--- src/hw/rtl/tgdg_pkg.sv ---
`timescale 1ns / 1ps
package tgdg_pkg;

  localparam int SAMPLE_W   = 10;
  localparam int DUTY_W     = 8;
  localparam int LIMIT_W    = 8;
  localparam int TEMP_W     = 12;
  localparam int CODE_W     = 2;
  localparam int REG_IDX_W  = 3;
  localparam int CFG_DATA_W = 8;

  // Averaged reading scaled by 250, then divided by 1023 through a reciprocal.
  localparam int SCALED_W  = 18;
  localparam int QUOT_W    = 8;
  localparam int DEG_W     = 9;
  localparam int DIV_MUL_W = 19;
  localparam logic [DIV_MUL_W-1:0] DIV_MUL = 19'd262401;
  localparam int DIV_SHIFT = 28;
  localparam logic [SCALED_W-1:0] ZERO_POINT = 18'd51150;
  localparam logic signed [DEG_W-1:0] OFFSET_DEG = 9'sd50;

  localparam int QUEUE_DEPTH = 4;
  localparam int QPTR_W      = 2;

  typedef enum logic [REG_IDX_W-1:0] {
    REG_OVER_LIMIT = 3'd0,
    REG_DUTY_ONE   = 3'd1,
    REG_DUTY_TWO   = 3'd2,
    REG_DUTY_THREE = 3'd3,
    REG_DUTY_FOUR  = 3'd4,
    REG_RED        = 3'd5,
    REG_BLUE       = 3'd6,
    REG_FAN        = 3'd7
  } reg_idx_t;

  typedef struct packed {
    logic [LIMIT_W-1:0] over_limit_c;
    logic [DUTY_W-1:0]  duty_one;
    logic [DUTY_W-1:0]  duty_two;
    logic [DUTY_W-1:0]  duty_three;
    logic [DUTY_W-1:0]  duty_four;
    logic               red_request;
    logic               blue_request;
    logic               fan_request;
  } cfg_t;

  typedef struct packed {
    logic full;
    logic valid;
  } queue_status_t;

endpackage

--- src/hw/rtl/thermal_guard_drive_gate_unit.sv ---
`timescale 1ns / 1ps
// Channel   | Handshake              | Beat contents
// ----------+------------------------+------------------------------------------------
// input     | in_valid / in_stall    | func, sample
// output    | out_valid / out_stall  | temp_one, temp_two, over_code, over_latched,
//           |                        | fresh_reading, drive_one..four, red/blue/fan_out
// config    | cfg_we                 | cfg_index, cfg_data
//
// Every part handles one beat a cycle, so with no output stall a new beat is
// taken each cycle. A beat is written into the four-entry queue at the edge
// that accepts it, and its result then passes through a stage for the channel
// averages, a stage for the divide by 1023, and the output register that also
// holds the latch and the last temperatures.
// Reset is synchronous and active high; no clearing pass is needed.
// A stall on the output backs up the pipeline, then fills the queue, and
// only then raises in_stall.
module thermal_guard_drive_gate_unit #(
  parameter int SAMPLES_PER_AVERAGE = 16
) (
  input  logic                                clk,
  input  logic                                rst,
  input  logic                                in_valid,
  output logic                                in_stall,
  input  logic                                func,
  input  logic [tgdg_pkg::SAMPLE_W-1:0]       sample,
  output logic                                out_valid,
  input  logic                                out_stall,
  output logic signed [tgdg_pkg::TEMP_W-1:0]  temp_one,
  output logic signed [tgdg_pkg::TEMP_W-1:0]  temp_two,
  output logic [tgdg_pkg::CODE_W-1:0]         over_code,
  output logic                                over_latched,
  output logic                                fresh_reading,
  output logic [tgdg_pkg::DUTY_W-1:0]         drive_one,
  output logic [tgdg_pkg::DUTY_W-1:0]         drive_two,
  output logic [tgdg_pkg::DUTY_W-1:0]         drive_three,
  output logic [tgdg_pkg::DUTY_W-1:0]         drive_four,
  output logic                                red_out,
  output logic                                blue_out,
  output logic                                fan_out,
  input  logic                                cfg_we,
  input  logic [tgdg_pkg::REG_IDX_W-1:0]      cfg_index,
  input  logic [tgdg_pkg::CFG_DATA_W-1:0]     cfg_data
);

  // Each queue entry carries the clear flag, the reading-complete flag and
  // the two channel sums as they stood when the pair finished.
  localparam int SUM_W   = tgdg_pkg::SAMPLE_W + $clog2(SAMPLES_PER_AVERAGE);
  localparam int ENTRY_W = 2 + 2 * SUM_W;

  tgdg_pkg::cfg_t          cfg;
  tgdg_pkg::queue_status_t queue_status;
  logic                    push;
  logic                    pop;
  logic [ENTRY_W-1:0]      push_data;
  logic [ENTRY_W-1:0]      head_data;

  // Configuration registers: write only while the block is idle (the block does
  // not enforce it), so the back end may read them directly to form a result.
  always_ff @(posedge clk) begin
    if (rst) begin
      cfg.over_limit_c <= 8'd65;
      cfg.duty_one     <= '0;
      cfg.duty_two     <= '0;
      cfg.duty_three   <= '0;
      cfg.duty_four    <= '0;
      cfg.red_request  <= 1'b0;
      cfg.blue_request <= 1'b0;
      cfg.fan_request  <= 1'b1;
    end else if (cfg_we) begin
      case (tgdg_pkg::reg_idx_t'(cfg_index))
        tgdg_pkg::REG_OVER_LIMIT: cfg.over_limit_c <= cfg_data;
        tgdg_pkg::REG_DUTY_ONE:   cfg.duty_one     <= cfg_data;
        tgdg_pkg::REG_DUTY_TWO:   cfg.duty_two     <= cfg_data;
        tgdg_pkg::REG_DUTY_THREE: cfg.duty_three   <= cfg_data;
        tgdg_pkg::REG_DUTY_FOUR:  cfg.duty_four    <= cfg_data;
        tgdg_pkg::REG_RED:        cfg.red_request  <= cfg_data[0];
        tgdg_pkg::REG_BLUE:       cfg.blue_request <= cfg_data[0];
        tgdg_pkg::REG_FAN:        cfg.fan_request  <= cfg_data[0];
        default: ;
      endcase
    end
  end

  // Front end: steers samples to the two channel sums and flags the beat
  // that completes a reading.
  tgdg_front #(
    .SAMPLES_PER_AVERAGE(SAMPLES_PER_AVERAGE)
  ) u_front (
    .clk          (clk),
    .rst          (rst),
    .in_valid     (in_valid),
    .func         (func),
    .sample       (sample),
    .queue_status (queue_status),
    .in_stall     (in_stall),
    .push         (push),
    .entry        (push_data)
  );

  tgdg_fifo #(
    .DATA_W(ENTRY_W)
  ) u_fifo (
    .clk       (clk),
    .rst       (rst),
    .push      (push),
    .push_data (push_data),
    .pop       (pop),
    .head_data (head_data),
    .status    (queue_status)
  );

  // Back end: averages, converts to tenths of a degree, checks the limit,
  // keeps the over-temperature latch and gates the drive outputs.
  tgdg_back #(
    .SAMPLES_PER_AVERAGE(SAMPLES_PER_AVERAGE)
  ) u_back (
    .clk           (clk),
    .rst           (rst),
    .cfg           (cfg),
    .queue_status  (queue_status),
    .head_data     (head_data),
    .pop           (pop),
    .out_valid     (out_valid),
    .out_stall     (out_stall),
    .temp_one      (temp_one),
    .temp_two      (temp_two),
    .over_code     (over_code),
    .over_latched  (over_latched),
    .fresh_reading (fresh_reading),
    .drive_one     (drive_one),
    .drive_two     (drive_two),
    .drive_three   (drive_three),
    .drive_four    (drive_four),
    .red_out       (red_out),
    .blue_out      (blue_out),
    .fan_out       (fan_out)
  );

endmodule

--- src/hw/rtl/tgdg_front.sv ---
`timescale 1ns / 1ps
module tgdg_front #(
  parameter int SAMPLES_PER_AVERAGE = 16
) (
  input  logic                             clk,
  input  logic                             rst,
  input  logic                             in_valid,
  input  logic                             func,
  input  logic [tgdg_pkg::SAMPLE_W-1:0]    sample,
  input  tgdg_pkg::queue_status_t          queue_status,
  output logic                             in_stall,
  output logic                             push,
  output logic [2+2*(tgdg_pkg::SAMPLE_W+$clog2(SAMPLES_PER_AVERAGE))-1:0] entry
);

  localparam int CNT_W = $clog2(SAMPLES_PER_AVERAGE);
  localparam int SUM_W = tgdg_pkg::SAMPLE_W + CNT_W;
  localparam logic [CNT_W-1:0] LAST_PAIR = CNT_W'(SAMPLES_PER_AVERAGE - 1);

  typedef struct packed {
    logic             clear;
    logic             fresh;
    logic [SUM_W-1:0] sum_one;
    logic [SUM_W-1:0] sum_two;
  } entry_t;

  logic             channel_sel;
  logic [SUM_W-1:0] sum_one;
  logic [SUM_W-1:0] sum_two;
  logic [CNT_W-1:0] pair_count;
  logic [SUM_W-1:0] sum_two_next;
  logic             pair_done;
  entry_t           entry_s;

  assign in_stall     = queue_status.full;
  assign push         = in_valid && !queue_status.full;
  assign sum_two_next = sum_two + SUM_W'(sample);
  assign pair_done    = !func && channel_sel && (pair_count == LAST_PAIR);

  always_comb begin
    entry_s.clear   = func;
    entry_s.fresh   = pair_done;
    entry_s.sum_one = sum_one;
    entry_s.sum_two = sum_two_next;
  end
  assign entry = entry_s;

  always_ff @(posedge clk) begin
    if (rst) begin
      channel_sel <= 1'b0;
      sum_one     <= '0;
      sum_two     <= '0;
      pair_count  <= '0;
    end else if (push && !func) begin
      channel_sel <= !channel_sel;
      if (!channel_sel) begin
        sum_one <= sum_one + SUM_W'(sample);
      end else if (pair_done) begin
        sum_one    <= '0;
        sum_two    <= '0;
        pair_count <= '0;
      end else begin
        sum_two    <= sum_two_next;
        pair_count <= pair_count + 1'b1;
      end
    end
  end

endmodule

--- src/hw/rtl/tgdg_fifo.sv ---
`timescale 1ns / 1ps
module tgdg_fifo #(
  parameter int DATA_W = 30
) (
  input  logic                    clk,
  input  logic                    rst,
  input  logic                    push,
  input  logic [DATA_W-1:0]       push_data,
  input  logic                    pop,
  output logic [DATA_W-1:0]       head_data,
  output tgdg_pkg::queue_status_t status
);

  localparam int DEPTH = tgdg_pkg::QUEUE_DEPTH;
  localparam int PTR_W = tgdg_pkg::QPTR_W;

  logic [DATA_W-1:0] store [DEPTH];
  logic [PTR_W-1:0]  wr_ptr;
  logic [PTR_W-1:0]  rd_ptr;
  logic [PTR_W:0]    count;

  assign status.full  = (count == (PTR_W+1)'(DEPTH));
  assign status.valid = (count != '0);
  assign head_data    = store[rd_ptr];

  always_ff @(posedge clk) begin
    if (push) begin
      store[wr_ptr] <= push_data;
    end
  end

  always_ff @(posedge clk) begin
    if (rst) begin
      wr_ptr <= '0;
      rd_ptr <= '0;
      count  <= '0;
    end else begin
      if (push) begin
        wr_ptr <= wr_ptr + 1'b1;
      end
      if (pop) begin
        rd_ptr <= rd_ptr + 1'b1;
      end
      if (push && !pop) begin
        count <= count + 1'b1;
      end else if (pop && !push) begin
        count <= count - 1'b1;
      end
    end
  end

endmodule

--- src/hw/rtl/tgdg_back.sv ---
`timescale 1ns / 1ps
module tgdg_back #(
  parameter int SAMPLES_PER_AVERAGE = 16
) (
  input  logic                                    clk,
  input  logic                                    rst,
  input  tgdg_pkg::cfg_t                          cfg,
  input  tgdg_pkg::queue_status_t                 queue_status,
  input  logic [2+2*(tgdg_pkg::SAMPLE_W+$clog2(SAMPLES_PER_AVERAGE))-1:0] head_data,
  output logic                                    pop,
  output logic                                    out_valid,
  input  logic                                    out_stall,
  output logic signed [tgdg_pkg::TEMP_W-1:0]      temp_one,
  output logic signed [tgdg_pkg::TEMP_W-1:0]      temp_two,
  output logic [tgdg_pkg::CODE_W-1:0]             over_code,
  output logic                                    over_latched,
  output logic                                    fresh_reading,
  output logic [tgdg_pkg::DUTY_W-1:0]             drive_one,
  output logic [tgdg_pkg::DUTY_W-1:0]             drive_two,
  output logic [tgdg_pkg::DUTY_W-1:0]             drive_three,
  output logic [tgdg_pkg::DUTY_W-1:0]             drive_four,
  output logic                                    red_out,
  output logic                                    blue_out,
  output logic                                    fan_out
);

  localparam int L      = $clog2(SAMPLES_PER_AVERAGE);
  localparam int SUM_W  = tgdg_pkg::SAMPLE_W + L;
  localparam int K      = SUM_W + L;
  localparam int M_W    = SUM_W + 2;
  localparam int PROD_W = SUM_W + M_W;
  localparam logic [M_W-1:0] AVG_MUL =
    M_W'(((64'd1 << K) + SAMPLES_PER_AVERAGE - 1) / SAMPLES_PER_AVERAGE);
  localparam int SW     = tgdg_pkg::SCALED_W;
  localparam int QW     = tgdg_pkg::QUOT_W;
  localparam int DW     = tgdg_pkg::DEG_W;
  localparam int TW     = tgdg_pkg::TEMP_W;
  localparam int DPROD_W = SW + tgdg_pkg::DIV_MUL_W;

  typedef struct packed {
    logic             clear;
    logic             fresh;
    logic [SUM_W-1:0] sum_one;
    logic [SUM_W-1:0] sum_two;
  } entry_t;

  entry_t head;
  assign head = head_data;

  // Stage one: channel averages.
  logic                               s1_valid, s1_clear, s1_fresh;
  logic [tgdg_pkg::SAMPLE_W-1:0]      s1_avg_one, s1_avg_two;
  logic [PROD_W-1:0]                  avg_prod_one, avg_prod_two;
  // Stage two: quotient by 1023 of the scaled average.
  logic                               s2_valid, s2_clear, s2_fresh;
  logic [SW-1:0]                      s2_p_one, s2_p_two;
  logic [QW-1:0]                      s2_fq_one, s2_fq_two;
  logic [SW-1:0]                      p_one, p_two;
  logic [DPROD_W-1:0]                 div_prod_one, div_prod_two;
  // Final stage.
  logic                               s1_ready, s2_ready, o_ready;
  logic signed [DW-1:0]               deg_one, deg_two;
  logic signed [TW-1:0]               tenths_one, tenths_two;
  logic [tgdg_pkg::CODE_W-1:0]        code_now;
  logic                               latch_next;
  logic [tgdg_pkg::CODE_W-1:0]        code_next;

  assign o_ready  = !out_valid || !out_stall;
  assign s2_ready = !s2_valid || o_ready;
  assign s1_ready = !s1_valid || s2_ready;
  assign pop      = queue_status.valid && s1_ready;

  assign avg_prod_one = PROD_W'(head.sum_one) * PROD_W'(AVG_MUL);
  assign avg_prod_two = PROD_W'(head.sum_two) * PROD_W'(AVG_MUL);

  always_ff @(posedge clk) begin
    if (rst) begin
      s1_valid <= 1'b0;
    end else if (s1_ready) begin
      s1_valid <= pop;
    end
  end

  always_ff @(posedge clk) begin
    if (s1_ready) begin
      s1_clear   <= head.clear;
      s1_fresh   <= head.fresh;
      s1_avg_one <= avg_prod_one[K +: tgdg_pkg::SAMPLE_W];
      s1_avg_two <= avg_prod_two[K +: tgdg_pkg::SAMPLE_W];
    end
  end

  // Scale by 250 with shifts: 256 - 4 - 2.
  assign p_one = (SW'(s1_avg_one) << 8) - (SW'(s1_avg_one) << 2) - (SW'(s1_avg_one) << 1);
  assign p_two = (SW'(s1_avg_two) << 8) - (SW'(s1_avg_two) << 2) - (SW'(s1_avg_two) << 1);
  assign div_prod_one = DPROD_W'(p_one) * DPROD_W'(tgdg_pkg::DIV_MUL);
  assign div_prod_two = DPROD_W'(p_two) * DPROD_W'(tgdg_pkg::DIV_MUL);

  always_ff @(posedge clk) begin
    if (rst) begin
      s2_valid <= 1'b0;
    end else if (s2_ready) begin
      s2_valid <= s1_valid;
    end
  end

  always_ff @(posedge clk) begin
    if (s2_ready) begin
      s2_clear  <= s1_clear;
      s2_fresh  <= s1_fresh;
      s2_p_one  <= p_one;
      s2_p_two  <= p_two;
      s2_fq_one <= div_prod_one[tgdg_pkg::DIV_SHIFT +: QW];
      s2_fq_two <= div_prod_two[tgdg_pkg::DIV_SHIFT +: QW];
    end
  end

  // Degrees rounded toward zero: below the zero point a nonzero remainder
  // moves the floored quotient up by one.
  function automatic logic signed [DW-1:0] to_deg(input logic [SW-1:0] p,
                                                  input logic [QW-1:0] fq);
    logic [SW-1:0] back_mul;
    logic          adj;
    back_mul = (SW'(fq) << 10) - SW'(fq);
    adj      = (p < tgdg_pkg::ZERO_POINT) && (p != back_mul);
    return $signed({1'b0, fq}) - tgdg_pkg::OFFSET_DEG + $signed({{(DW-1){1'b0}}, adj});
  endfunction

  assign deg_one    = to_deg(s2_p_one, s2_fq_one);
  assign deg_two    = to_deg(s2_p_two, s2_fq_two);
  assign tenths_one = (TW'(deg_one) <<< 3) + (TW'(deg_one) <<< 1);
  assign tenths_two = (TW'(deg_two) <<< 3) + (TW'(deg_two) <<< 1);

  // Comparing whole degrees with the limit is the same as comparing tenths.
  assign code_now[0] = deg_one >= $signed({1'b0, cfg.over_limit_c});
  assign code_now[1] = deg_two >= $signed({1'b0, cfg.over_limit_c});

  always_comb begin
    latch_next = over_latched;
    code_next  = over_code;
    if (s2_clear) begin
      latch_next = 1'b0;
      code_next  = '0;
    end else if (s2_fresh && (code_now != '0)) begin
      latch_next = 1'b1;
      code_next  = code_now;
    end
  end

  always_ff @(posedge clk) begin
    if (rst) begin
      out_valid     <= 1'b0;
      temp_one      <= '0;
      temp_two      <= '0;
      over_code     <= '0;
      over_latched  <= 1'b0;
      fresh_reading <= 1'b0;
      drive_one     <= '0;
      drive_two     <= '0;
      drive_three   <= '0;
      drive_four    <= '0;
      red_out       <= 1'b0;
      blue_out      <= 1'b0;
      fan_out       <= 1'b0;
    end else if (o_ready) begin
      out_valid <= s2_valid;
      if (s2_valid) begin
        if (!s2_clear && s2_fresh) begin
          temp_one <= tenths_one;
          temp_two <= tenths_two;
        end
        over_code     <= code_next;
        over_latched  <= latch_next;
        fresh_reading <= !s2_clear && s2_fresh;
        drive_one     <= latch_next ? '0 : cfg.duty_one;
        drive_two     <= latch_next ? '0 : cfg.duty_two;
        drive_three   <= latch_next ? '0 : cfg.duty_three;
        drive_four    <= latch_next ? '0 : cfg.duty_four;
        red_out       <= !latch_next && cfg.red_request;
        blue_out      <= !latch_next && cfg.blue_request;
        fan_out       <= !latch_next && cfg.fan_request;
      end
    end
  end

endmodule

--- config.mk ---
export PLATFORM = sky130hd
export DESIGN_NAME = thermal_guard_drive_gate_unit
export DESIGN_NICKNAME = d
export VERILOG_FILES = /design/src/hw/rtl/tgdg_pkg.sv /design/src/hw/rtl/thermal_guard_drive_gate_unit.sv /design/src/hw/rtl/tgdg_front.sv /design/src/hw/rtl/tgdg_fifo.sv /design/src/hw/rtl/tgdg_back.sv
export SDC_FILE = /design/constraint.sdc
export NUM_CORES = 1
export LEC_CHECK = 0
export BUFFER_PORTS_ARGS = -buffer_cell sky130_fd_sc_hd__buf_2
export CAP_MARGIN = 40
export CORE_MARGIN = 5
export CORE_UTILIZATION = 56
export DETAILED_ROUTE_END_ITERATION = 6
export PLACE_DENSITY_LB_ADDON = 0.05
export SLEW_MARGIN = 20
export SYNTH_ARGS = -nofsm -noshare
export SYNTH_HDL_FRONTEND = slang
export SYNTH_SLANG_ARGS = --single-unit
--- constraint.sdc ---
create_clock -name clk -period 5.6 [get_ports clk]
set_clock_uncertainty 0.15 [all_clocks]
set_input_delay 0.28 -clock clk [delete_from_list [all_inputs] [get_ports clk]]
set_output_delay 0.28 -clock clk [all_outputs]
set_load 0.03 [all_outputs]
==> run summary <==
outcome: completed
Cells after DPL: 2191
async set or reset register ratio after synthesis: 0%
post-route insts no fill: 2290
hpwl dp: 29.44 mm
area post-placement: 18990 µm²
gr ovfl total: 0
Data required, critical path: 5.72 ns
Placer Congestion: 0.8832
slowest stage cell on the critical path: edfxtp_1
Slew @ Worst Pin: 0.7853 ns
CP dominant cell by count: ha_1
initial antenna violation count: 0
WL/cell: 17.54 µm
number of synthesized flops with an enable pin: 162
initial DRC count: 665
Design Area, Final: 20870 µm²
die extent in y: 187.6 µm
Peak Freq: 184.0 MHz
vias: 12935
final hold vios: 0
most frequent cells in the layout: nand2_1 (208), ha_1 (202), edfxtp_1 (162)
number of global-route vias before repair: 12919
Core ar.: 31310 µm²
Cell Area, Synth: 17650 µm²
most common cell after layout, fill and taps aside: nand2_1
CTS tree: yes
Total Nets Final: 2112
first-pass GRT wire length: 66.84 mm
H-tree depth: 2
clk sink count: 309
share of post-route cells with drive strength above 1: 18.96%
Critical Path AT: 5.55 ns
clock root buffer: clkbuf_16
drt first pass iters: 5
pin count of the biggest net entering global routing: 73
FP Rows: 65
clk slew on worst S/H paths: 0.06 ns
Syn. warnings: 0
Slew Limit Fails: 0
Final ANT Viol Nets: 0
Max Cap Viol: 0
Slew headroom: 47.52%
Hold Crit Class: primary input to flop
Worst-Skew Late Latency: 0.52 ns
Die Area: 35180 µm²
CP Capture Type: flop
Seq/Total Area, Yosys: 44.22%
CP Launch Type: flop
minimum clock period: 5.434 ns
post-layout util: 66.64%
synthesized instance count: 1679
worst-path fanout max: 4
unrepaired setup endpoints after global routing: yes
critical-path cell list: inv_1 -> ha_1 -> ha_1 -> buf_4 -> and3_1 -> a22o_1 -> o211ai_1 -> nand3_1 -> xnor2_2 -> ha_1 -> ha_1 -> ha_1 -> ha_1 -> and4_1 -> o21ai_2 -> or3_4 -> o311ai_4 -> o211ai_2 -> a31oi_4 -> and3_4 -> xor2_2
final WL: 40.18 mm
Layout area overhead: 18.19%
I/O Buffers: 89
Inserted Clock Buffers: 36
Setup Viol. Count Final: 0
die outline width: 187.6 µm
Synth Flop Type: edfxtp_1
GRT Util Overall: 22.88%
Crit path largest cell delay: 0.39 ns
Final period util: 97.04%
mean post-synth cell area: 10.51 µm²
IO Count: 92
DRC Markers: 0
starting density of the core: 56.38%
flops & latches, synth: 309
Clock Tree Buf Depth: 3
via-per-instance ratio: 5.648
Synth cell types: 87
critical path class: flop to flop
diode count: 0
## critical path, delay by kind of cell, from the launching register on
family | cells | cell delay [ns]
AO/OA/AOI/OAI | 6 | 1.18
XOR/XNOR | 2 | 0.28
adder cells (fa/ha/maj) | 6 | 1.75
buffers and inverters | 2 | 0.27
flip-flops | 1 | 0.39
AND/OR/NAND/NOR | 5 | 1.17
## cells by family after synthesis
kind of cell               after synthesis  share of synthesized area (%)
xor gates and xnor gates               103                          5.365
other                                    1                        0.02124
AOI/OAI and AO/OA                      353                          13.05
adders and majority gates              225                          16.50
muxes                                   54                          4.635
and+or+nand+nor                        491                          13.08
buffers and inverters                  143                          3.132
DFF                                    309                          44.22
## layer usage
layer | global-route usage (%) | share of wire [%] | wire length, µm
met1 | 31.60 | 47 | 18710
met2 | 38.12 | 48 | 19150
met3 | 2.960 | 3.1 | 1242
met4 | 6.663 | 2.7 | 1075
met5 | 0 | 0 | 0
## path summary, 6_finish.rpt
path / slack (ns) / cells after the start / start / endpoint
worst min-delay path: 0.09 / 3 / sample[1] / u_front.sum_two[1]
worst max-delay path: 0.17 / 21 / u_back.s1_avg_one[5] / u_back.s2_fq_one[6]
worst max register to register: 0.17 / 21 / u_back.s1_avg_one[5] / u_back.s2_fq_one[6]
worst min register to register: 0.28 / 0 / u_back.s1_fresh / u_back.s2_fresh
## final cells by class
class	instances	area, µm²
clock buffers	45	985.9
multi-input cells	1228	9570
repair buffers	201	1355
flip-flops and latches	309	7807
clock inverters	21	329.1
well taps	402	503.0
fillers	2485	10450
inverters	84	315.3
## synthesized netlist by cell type, drive strengths merged, types with 6 or more instances
library cell    n  area, µm²
ha            212       2653
nand2         210      788.3
edfxtp        162       4865
a21oi         154      785.8
dfxtp         147       2943
nor2           96      375.4
inv            83      311.6
xnor2          57      536.8
o21ai          47      242.7
xor2           46      410.4
clkbuf         45      168.9
nand3          37      185.2
mux2i          30      300.3
nor3           29      160.2
a21o           28      210.2
mux4           22      495.5
nand2b         18      112.6
nand4          18      118.9
and2           16      100.1
nor2b          15      93.84
o211ai         15      127.6
buf            14      68.81
fa             13      260.3
a211oi         12      95.09
a22o           12      105.1
nor4           12      81.33
o31ai          12      117.6
a31oi           9      71.32
and3            9      61.31
o21a            9      67.56
or3             8      51.30
a22oi           7      52.55
a31o            6      52.55
## metrics by stage
| stage | hold WS (ns) | setup TNS [ns] | worst slack (ns) |
|---|---|---|---|
| CTS | 0.07939 | 0 | 0.006014 |
| floorplan | 0.2289 | 0 | 0.01801 |
| detailed placement | 0.2592 | -0.1261 | -0.06646 |
| global route | 0.1141 | -0.4201 | -0.1031 |
| finish | 0.09368 | 0 | 0.1659 |
| global placement | 0.2539 | -0.04441 | -0.02245 |
## sequential cells by signal, summed over array words and instances, names as in the netlist, 11 cells and up
register	flops
u_fifo.store	88
cfg	43
u_back.s2_p_one	17
u_back.s2_p_two	17
u_front.sum_one	14
u_front.sum_two	14
u_back.temp_one	11
u_back.temp_two	11
## repair_timing
action	in CTS	in global routing
hold buffers	17	0
gates resized for setup	13	39
hold endpoints to repair	64	0
cloned	0	0
buffers inserted	3	11
pin swaps	9	28
setup endpoints to repair	9	37
Power is left out: the tool's default activity adds up to more than one toggle a clock period on the data nets, which glitch-free logic cannot reach.
